File: config.mk
export PLATFORM = sky130hd
export DESIGN_NAME = brb_queue
export DESIGN_NICKNAME = d
export VERILOG_FILES = /design/src/rtl/core/brb_pkg.sv /design/src/rtl/core/brb_queue.sv
export SDC_FILE = /design/constraint.sdc
export NUM_CORES = 1
export LEC_CHECK = 0
export BUFFER_PORTS_ARGS = -buffer_cell sky130_fd_sc_hd__buf_2
export CAP_MARGIN = 20
export CORE_MARGIN = 2
export CORE_UTILIZATION = 52
export CTS_CLUSTER_SIZE = 25
export DETAILED_ROUTE_END_ITERATION = 8
export PLACE_DENSITY = 0.9
export SKIP_CTS_REPAIR_TIMING = 1
export SYNTH_ARGS = -nofsm -noshare
export SYNTH_HDL_FRONTEND = slang
export SYNTH_SLANG_ARGS = --single-unit
File: constraint.sdc
create_clock -name clk -period 2.74 [get_ports clk]
set_clock_uncertainty 0.05 [all_clocks]
set_input_delay 0.274 -clock clk [delete_from_list [all_inputs] [get_ports clk]]
set_output_delay 0.274 -clock clk [all_outputs]
set_load 0.05 [all_outputs]
File: src/rtl/core/brb_pkg.sv
`default_nettype none

package brb_pkg;

    // Fixed field widths
    localparam int OP_W    = 3;
    localparam int SIZE_W  = 11;
    localparam int POS_W   = 10;
    localparam int DATA_W  = 8;
    localparam int ST_W    = 3;

    // Storage defaults
    localparam int DEPTH_DEF  = 1024;
    localparam int SIZE_RESET = 1024;

    // Operation codes on the input channel
    localparam logic [OP_W-1:0] OPC_SEND   = 3'd0;
    localparam logic [OP_W-1:0] OPC_RECV   = 3'd1;
    localparam logic [OP_W-1:0] OPC_READ   = 3'd2;
    localparam logic [OP_W-1:0] OPC_RETURN = 3'd3;
    localparam logic [OP_W-1:0] OPC_INFO   = 3'd4;

    // Decoded operation
    typedef enum logic [2:0] {
        OP_SEND,
        OP_RECV,
        OP_READ,
        OP_RETURN,
        OP_INFO,
        OP_NOP
    } brb_op_t;

    // Result status codes
    typedef enum logic [ST_W-1:0] {
        ST_OK       = 3'd0,
        ST_NO_SPACE = 3'd1,
        ST_EMPTY    = 3'd2,
        ST_PENDING  = 3'd3,
        ST_MISMATCH = 3'd4,
        ST_ZERO_MAX = 3'd5
    } brb_status_t;

    // Classified item as it travels from front to back
    typedef struct packed {
        brb_op_t             op;
        logic                len_zero;
        logic [SIZE_W-1:0]   len;
        logic [DATA_W-1:0]   data;
        logic                last;
        logic [POS_W-1:0]    pos;
    } brb_item_t;

endpackage

`default_nettype wire

File: src/rtl/core/brb_queue.sv
`default_nettype none

module brb_queue
    import brb_pkg::*;
(
    input  wire logic      clk,
    input  wire logic      rst_n,
    input  wire logic      push,
    input  wire brb_item_t push_item,
    output logic           full,
    input  wire logic      pop,
    output logic           not_empty,
    output brb_item_t      head
);

    // Two-entry queue between front and back
    brb_item_t  slot_reg [2];
    logic       wr_ptr_reg, wr_ptr_next;
    logic       rd_ptr_reg, rd_ptr_next;
    logic [1:0] count_reg, count_next;

    assign full      = (count_reg == 2'd2);
    assign not_empty = (count_reg != 2'd0);
    assign head      = slot_reg[rd_ptr_reg];

    // Pointer and count update
    always_comb
    begin
        wr_ptr_next = push ? ~wr_ptr_reg : wr_ptr_reg;
        rd_ptr_next = pop ? ~rd_ptr_reg : rd_ptr_reg;
        count_next  = count_reg;
        if (push && !pop)
        begin
            count_next = count_reg + 2'd1;
        end
        else if (pop && !push)
        begin
            count_next = count_reg - 2'd1;
        end
    end

    always_ff @(posedge clk or negedge rst_n)
    begin
        if (!rst_n)
        begin
            wr_ptr_reg <= 1'b0;
            rd_ptr_reg <= 1'b0;
            count_reg  <= 2'd0;
        end
        else
        begin
            wr_ptr_reg <= wr_ptr_next;
            rd_ptr_reg <= rd_ptr_next;
            count_reg  <= count_next;
        end
    end

    // Entry storage
    always_ff @(posedge clk)
    begin
        if (push)
        begin
            slot_reg[wr_ptr_reg] <= push_item;
        end
    end

endmodule

`default_nettype wire

## Word-level counts from Yosys, hierarchy flattened

Memory sizes are Yosys's and may differ from the RTL's.
Index checks and enable logic that the tools add are counted.
W data, S select, Z words.

- Bits in latches: 0
- Bits of input ports: 38
- Memories kept: 1
- Memory bits (writable): 68
- Register bits: 4
- Word-level logic and storage cells: 19
- Output and inout port bits: 36
- Bits in read-only memories: 0

- Divide/modulo/power cells: 0
- Muxes and demuxes: 4
- $add $sub $neg: 2
- Reduce and logical (&&, ||, !) cells: 6
- Bitwise logic cells: 2
- Shifts and indexed selects: 0
- Equal/unequal tests: 1
- Magnitude comparators: 0
- Multiply operators: 0

Memory list:

| memory | depth | width | rd ports | clocked after memory_dff | wr ports | line | text |
|---|---|---|---|---|---|---|---|
| slot_reg | 2 | 34 | 1 | 0 | 1 | brb_queue.sv:17 | `brb_item_t slot_reg [2];` |

Operators with widths:

| kind | number |
|---|---|
| $mux W2 | 2 |
| $reduce_bool A2 Y1 | 2 |
| $add A2 B1 Y2 const B | 1 |
| $eq A2 B2 Y1 const B | 1 |
| $logic_and A1 B1 Y1 | 2 |
| $logic_not A1 Y1 | 2 |
| $mux W1 | 2 |
| $not A1 Y1 | 2 |
| $sub A2 B1 Y2 const B | 1 |

## Depth between registers and ports, before layout

Gate-level depths: netlist of the first run.

- Depth after elaboration: 4
- Depth in mapped cells: 5

## Worst setup path after synthesis of the first run

OpenSTA, ideal clock, no wires.

- Path kind: flip-flop to flip-flop
- Start: register wr_ptr_reg
- End: memory slot_reg[0][0] (netlist name) (enable)
- Stages on the path, launching flop included: 2
- Data arrival time: 1.930 ns
- Slack: 0.331 ns
- Path buffers: 0
- Library setup time: 0.429 ns
- Clock period less this slack: 2.409 ns
- Path through: dfrtp_1 nor2b_1

RTL lines:

| item | line | text |
|---|---|---|
| start: declaration | brb_queue.sv:18 | `logic wr_ptr_reg, wr_ptr_next;` |
| start signal: assignment | brb_queue.sv:52 | `wr_ptr_reg <= wr_ptr_next;` |
| end: declaration | brb_queue.sv:17 |  |

Straight into the memory's write port.

==> impl_metrics.yaml, run 1 <==
route:
  detail_route.first_pass.iterations: 4
  drc: 0
  wl_per_cell_microns: 14.46
  wirelength_microns: 4063
  antenna_left: 0
  dr_total_vias: 1339
  drtIter0Drc: 88
  via_per_inst: 4.765
yosys:
  synth_top_flop_cell: "edfxtp_1"
  ys_types: 14
  ys_ff_latch: 72
  async_flop_share: 0.05556
  netlist_top_cells_area: "edfxtp_1 73%, mux2_4 16%, dfrtp_1 3.6%"
  synth-edff-count: 68
  yosys.area.top_type: "edfxtp_1"
  netlist_area_sq_um: 2794
  synth_top_cells_by_count: "68 x edfxtp_1, 29 x mux2_4, 5 x mux2_2"
  yosysSeqAreaShare: 0.7667
  syn_inst: 122
  syn_avg_cell_area_sq_um: 22.90
  yosysWarnings: 0
  synth.most_common_cell: "edfxtp_1"
  synth_nets: 161
  synth_top_area_share: 0.7309
layout:
  final_area_sq_um: 3453
  largest_reg_flops: 68
  fin_nets: 245
  drive_above_1_share: 0.6066
  final_cell_count_no_fill: 281
  area_delta_synth_final_pct: 23.60
  diodes: 0
worst_setup_path:
  worst-setup-path-type: "reg -> out"
  crit_start: "rd_ptr_reg$_DFFE_PN0P_"
  worst_setup_path_start_kind: "register"
  crit_path_end: "head[17]"
  r2r_cells: 1
  cp-end-kind: "output port"
  crit_required_ns: 2.42
  rrSetupSlack_ns: 1.18
  worstReg2RegEnd: "slot_reg[1][19]$_DFFE_PP_"
  critPathMaxFanout: 21
  rr_startpoint: "wr_ptr_reg$_DFFE_PN0P_"
  arrival_ns: 1.97
power_and_ir_drop:
  peakVddDrop_v: 0.0007511
  p_leak_nw: 1.416
  p_per_area_nw_per_um2: 1235
floorplanning:
  die-width_microns: 77.30
  pin_count: 74
  die_y_microns: 77.30
  row_count: 26
  dieArea_sq_um: 5975
  start_util: 0.5436
  core_sq_um: 5140
clock_tree:
  clkTransAtPathRegs_ns: 0.07
  clockBufferDepth: 2
  clk_latency_ns: 0.32
  cts_sinks: 72
  cts_tree: "yes"
  cts_made_buffers: 9
  cts_root_buf: "clkbuf_8"
  htree_num_levels: 3
grt:
  met2_usage: 0.2339
  grt_busiest_layer: "met2"
  grt_overflow: 0
  grt_first_pass_wirelength_microns: 6375
  antenna_found_initial: 0
  grt.met3_usage: 0.04706
  grtUsageTotal: 0.1444
  grt_max_degree: 35
  grt_pass1_vias: 1347
  met1_usage: 0.1749
outcome:
  status: "finished, final reports clean"
sta:
  maxSlewViolCount: 0
  fin_crit_ns: 2.296
  worst_slew_pin_slew_ns: 0.7969
  slew_headroom: 0.4688
  fin_tns_setup_ns: 0
  fmax_mhz: 435.5
  setup_viol_count_final: 0
  hold_viol: 0
  period_share: 0.8381
  holdWs_ns: 0.08539
  rsz0062_at_grt: "false"
place:
  dp_cells: 264
  routabilityCongestion: 0.6645
  dpl_cell_area_sq_um: 3208
  port_buffers: 73
  place_hpwl_microns: 2753
worst_hold_path:
  worstHoldPathCells: 1
  hold_class: "in -> reg"
run:
  cap_violations: 0
==> critical path: stages (launching register included) <==
cell and delay, ns:
dfrtp_2 0.76, buf_4 0.35, mux2_4 0.32, buf_2 0.21
==> through the flow <==
stage	worst slack (ns)	total power [W]	util
6_report	0.4437	0.004263	0.6719
5_1_grt	0.3372	0.004434	0.6719
4_1_cts	0.4139	0.004307	0.6699
3_5_place_dp	0.7802	0.003350	0.6241
3_3_place_gp	0.7987	0.003326	0.6241
2_1_floorplan	0.3312	0.003121	-
==> kinds of logic (layout without fill, tap and decap cells) <==
| logic type | count (synthesis) | after routing | synth area share |
|---|---|---|---|
| flip-flops | 72 | 72 | 0.7667 |
| multiplexers | 34 | 34 | 0.1760 |
| XOR/XNOR | 5 | 5 | 0.01567 |
| AND/OR/NAND/NOR | 5 | 5 | 0.01030 |
| buffers and inverters | 5 | 94 | 0.02687 |
| adder cells (fa/ha/maj) | 1 | 1 | 0.004478 |
==> metal layers <==
layer | vias to the layer above | routed length, microns | part of all wire
li1 | 635 | - | -
met1 | 643 | 1624 | 0.40
met2 | 54 | 2091 | 0.51
met3 | 7 | 300 | 0.074
met4 | 0 | 46 | 0.011
met5 | - | 0 | 0
==> placed cells by master, fill, tap and decap left out, types with 3 or more instances in the layout <==
cell        n
clkbuf_8    9
buf_2      73
edfxtp_1   68
bufinv_16   3
dfrtp_1     3
buf_4       3
mux2_4     29
mux2_2      5
xor2_1      4
==> where the power goes <==
part / internal (W) / switching [W]
registers: 0.00147 / 0.000147
clock network: 0.000602 / 0.000355
logic: 0.000566 / 0.00113
==> layout make-up <==
cell class / count / area (sq um)
clock inverters: 6 / 107.6
fillers: 364 / 1687
flip-flops and latches: 72 / 2143
well taps: 70 / 87.58
multi-input cells: 45 / 585.6
clock buffers: 10 / 127.6
inverters: 1 / 3.754
repair buffers: 77 / 397.9
==> worst min path at each step <==
stage | from | endpoint
2_1_floorplan | rst_n | count_reg[0]$_DFFE_PN0P_
3_3_place_gp | rst_n | count_reg[1]$_DFFE_PN0P_
3_5_place_dp | rst_n | count_reg[0]$_DFFE_PN0P_
4_1_cts | rst_n | wr_ptr_reg$_DFFE_PN0P_
5_1_grt | push_item[12] | slot_reg[0][12]$_DFFE_PP_
6_report | push_item[9] | slot_reg[1][9]$_DFFE_PP_
Note: power is estimated with default switching activity, not from simulation.
==> inputs of run 2 (changes only) <==
--- a/config.mk
+++ b/config.mk
@@ -8,10 +8,10 @@
 export BUFFER_PORTS_ARGS = -buffer_cell sky130_fd_sc_hd__buf_2
 export CAP_MARGIN = 20
 export CORE_MARGIN = 2
-export CORE_UTILIZATION = 52
+export CORE_UTILIZATION = 47
 export CTS_CLUSTER_SIZE = 25
 export DETAILED_ROUTE_END_ITERATION = 8
-export PLACE_DENSITY = 0.9
+export PLACE_DENSITY = 0.86
 export SKIP_CTS_REPAIR_TIMING = 1
 export SYNTH_ARGS = -nofsm -noshare
 export SYNTH_HDL_FRONTEND = slang
==> constraint.sdc (replaced) <==
create_clock -name clk -period 2.1 [get_ports clk]
set_clock_uncertainty 0.05 [all_clocks]
set_input_delay 0.21 -clock clk [delete_from_list [all_inputs] [get_ports clk]]
set_output_delay 0.21 -clock clk [all_outputs]
set_load 0.05 [all_outputs]
==> impl_metrics.yaml, run 2 (same netlist as run 1, synthesis figures left out) <==
outcome:
  status: "finished, final reports clean"
sta:
  hold_viol: 0
  maxSlewViolCount: 0
  period_share: 0.9601
  fin_crit_ns: 2.016
  fin_tns_setup_ns: 0
  holdWs_ns: 0.02068
  setup_slack_ns: 0.08387
  fmax_mhz: 496.0
  rsz0062_at_grt: "false"
  slew_headroom: 0.6969
  worst_slew_pin_slew_ns: 0.4546
  setup_viol_count_final: 0
worst_setup_path:
  critical-path-top-delay-family: "flip-flops"
  worst_setup_path_start_kind: "register"
  worst-setup-path-type: "reg -> out"
  worstReg2RegEnd: "slot_reg[1][13]$_DFFE_PP_"
  cp-end-kind: "output port"
  rr_startpoint: "wr_ptr_reg$_DFFE_PN0P_"
  worstPathCellList: "buf_4 -> mux2_2 -> buf_2"
  r2r_cells: 2
  crit_buf_inv: 2
  arrival_ns: 1.76
  critical-path-max-stage-delay_ns: 0.63
  rrSetupSlack_ns: 0.71
  slowest_stage: "dfrtp_2"
  crit_required_ns: 1.84
  critPathMaxFanout: 14
power_and_ir_drop:
  seqPwrFrac: 0.378
  peakVddDrop_v: 0.0009723
  p_switching_w: 0.002134
  pwr-share-comb: 0.418
  sw_frac_of_total: 0.3893
  p_int_w: 0.003348
  p_per_area_nw_per_um2: 1582
  total_power_w: 0.005482
  p_leak_nw: 1.422
  clkPwrFrac: 0.204
place:
  port_buffers: 73
  place_hpwl_microns: 2904
  routabilityCongestion: 0.6633
  dp_cells: 270
  preCtsSetupSlack_ns: 0.4038
clock_tree:
  cts_made_buffers: 9
  clk_latency_ns: 0.32
  cts_root_buf: "clkbuf_8"
  htree_num_levels: 3
  clockBufferDepth: 2
  cts_tree: "yes"
  clkTransAtPathRegs_ns: 0.07
  cts_sinks: 72
route:
  wirelength_microns: 4278
  drtIter0Drc: 55
  via_per_inst: 4.628
  detail_route.first_pass.iterations: 2
  drc: 0
  wl_per_cell_microns: 14.85
  dr_total_vias: 1333
  antenna_left: 0
layout:
  diodes: 0
  fillers: 470
  final_cell_count_no_fill: 288
  mostFrequentLayoutCells: "73 x buf_2, 68 x edfxtp_1, 29 x mux2_4"
  fin_nets: 247
  final_common_cell: "buf_2"
  area_delta_synth_final_pct: 24.05
  drive_above_1_share: 0.6103
  largest_reg_flops: 68
grt:
  antenna_found_initial: 1
  grt_overflow: 0
  grt_first_pass_wirelength_microns: 6582
  grt_max_degree: 35
  grtUsageTotal: 0.1421
  grt_pass1_vias: 1437
floorplanning:
  pin_count: 74
  row_count: 28
  dieArea_sq_um: 6577
  die-width_microns: 81.10
  die_y_microns: 81.10
  core_sq_um: 5816
  start_util: 0.4804
worst_hold_path:
  hold_class: "in -> reg"
  worstHoldStart: "pop"
  worstHoldPathCells: 2
  hold_end: "rd_ptr_reg$_DFFE_PN0P_"
run:
  cap_violations: 0
run 2: area by class of cell:
type / instances / area (sq um) / area share
clock buffers: 10 / 127.6 / 0.03682
repair buffers: 79 / 427.9 / 0.1235
multi-input cells: 45 / 585.6 / 0.1690
clock inverters: 6 / 83.83 / 0.02419
well taps: 75 / 93.84 / 0.02708
flip-flops and latches: 72 / 2143 / 0.6184
inverters: 1 / 3.754 / 0.001083
run 2: power groups by stage:
stage / logic (W) / clock network, W / registers [W]
4_1_cts: 0.00232 / 0.00116 / 0.00208
5_1_grt: 0.00241 / 0.00121 / 0.00210
2_1_floorplan: 0.00206 / 0 / 0.00201
3_3_place_gp: 0.00228 / 0 / 0.00209
6_report: 0.00229 / 0.00112 / 0.00207
3_5_place_dp: 0.00232 / 0 / 0.00211
run 2: through the flow:
| stage | cell area, sq um | utilization |
|---|---|---|
| final | 3466 | 0.5960 |
| after global routing | 3466 | 0.5960 |
| after CTS | 3446 | 0.5925 |
| after detailed placement | 3234 | 0.5562 |
| after global placement | 3234 | 0.5562 |
| after floorplan | 2796 | - |
run 2: how the worst max path moves through the flow:
stage                                       from                       end  slack, ns  cells past startpoint
after floorplan           wr_ptr_reg$_DFFE_PN0P_  slot_reg[0][0]$_DFFE_PP_       0.33                      1
after global placement    rd_ptr_reg$_DFFE_PN0P_                  head[26]       0.43                      3
after detailed placement  rd_ptr_reg$_DFFE_PN0P_                  head[26]       0.40                      3
after CTS                 rd_ptr_reg$_DFFE_PN0P_                  head[26]       0.05                      3
after global routing      rd_ptr_reg$_DFFE_PN0P_                  head[26]      0.009                      3
final                     rd_ptr_reg$_DFFE_PN0P_                  head[26]       0.08                      3
run 2: layer usage:
layer / vias up / GRT usage / part of all wire
met5: - / 0 / 0.0033
met4: 2 / 0.09153 / 0.017
met3: 7 / 0.03667 / 0.062
met2: 45 / 0.2554 / 0.55
met1: 636 / 0.1457 / 0.37
li1: 643 / - / -
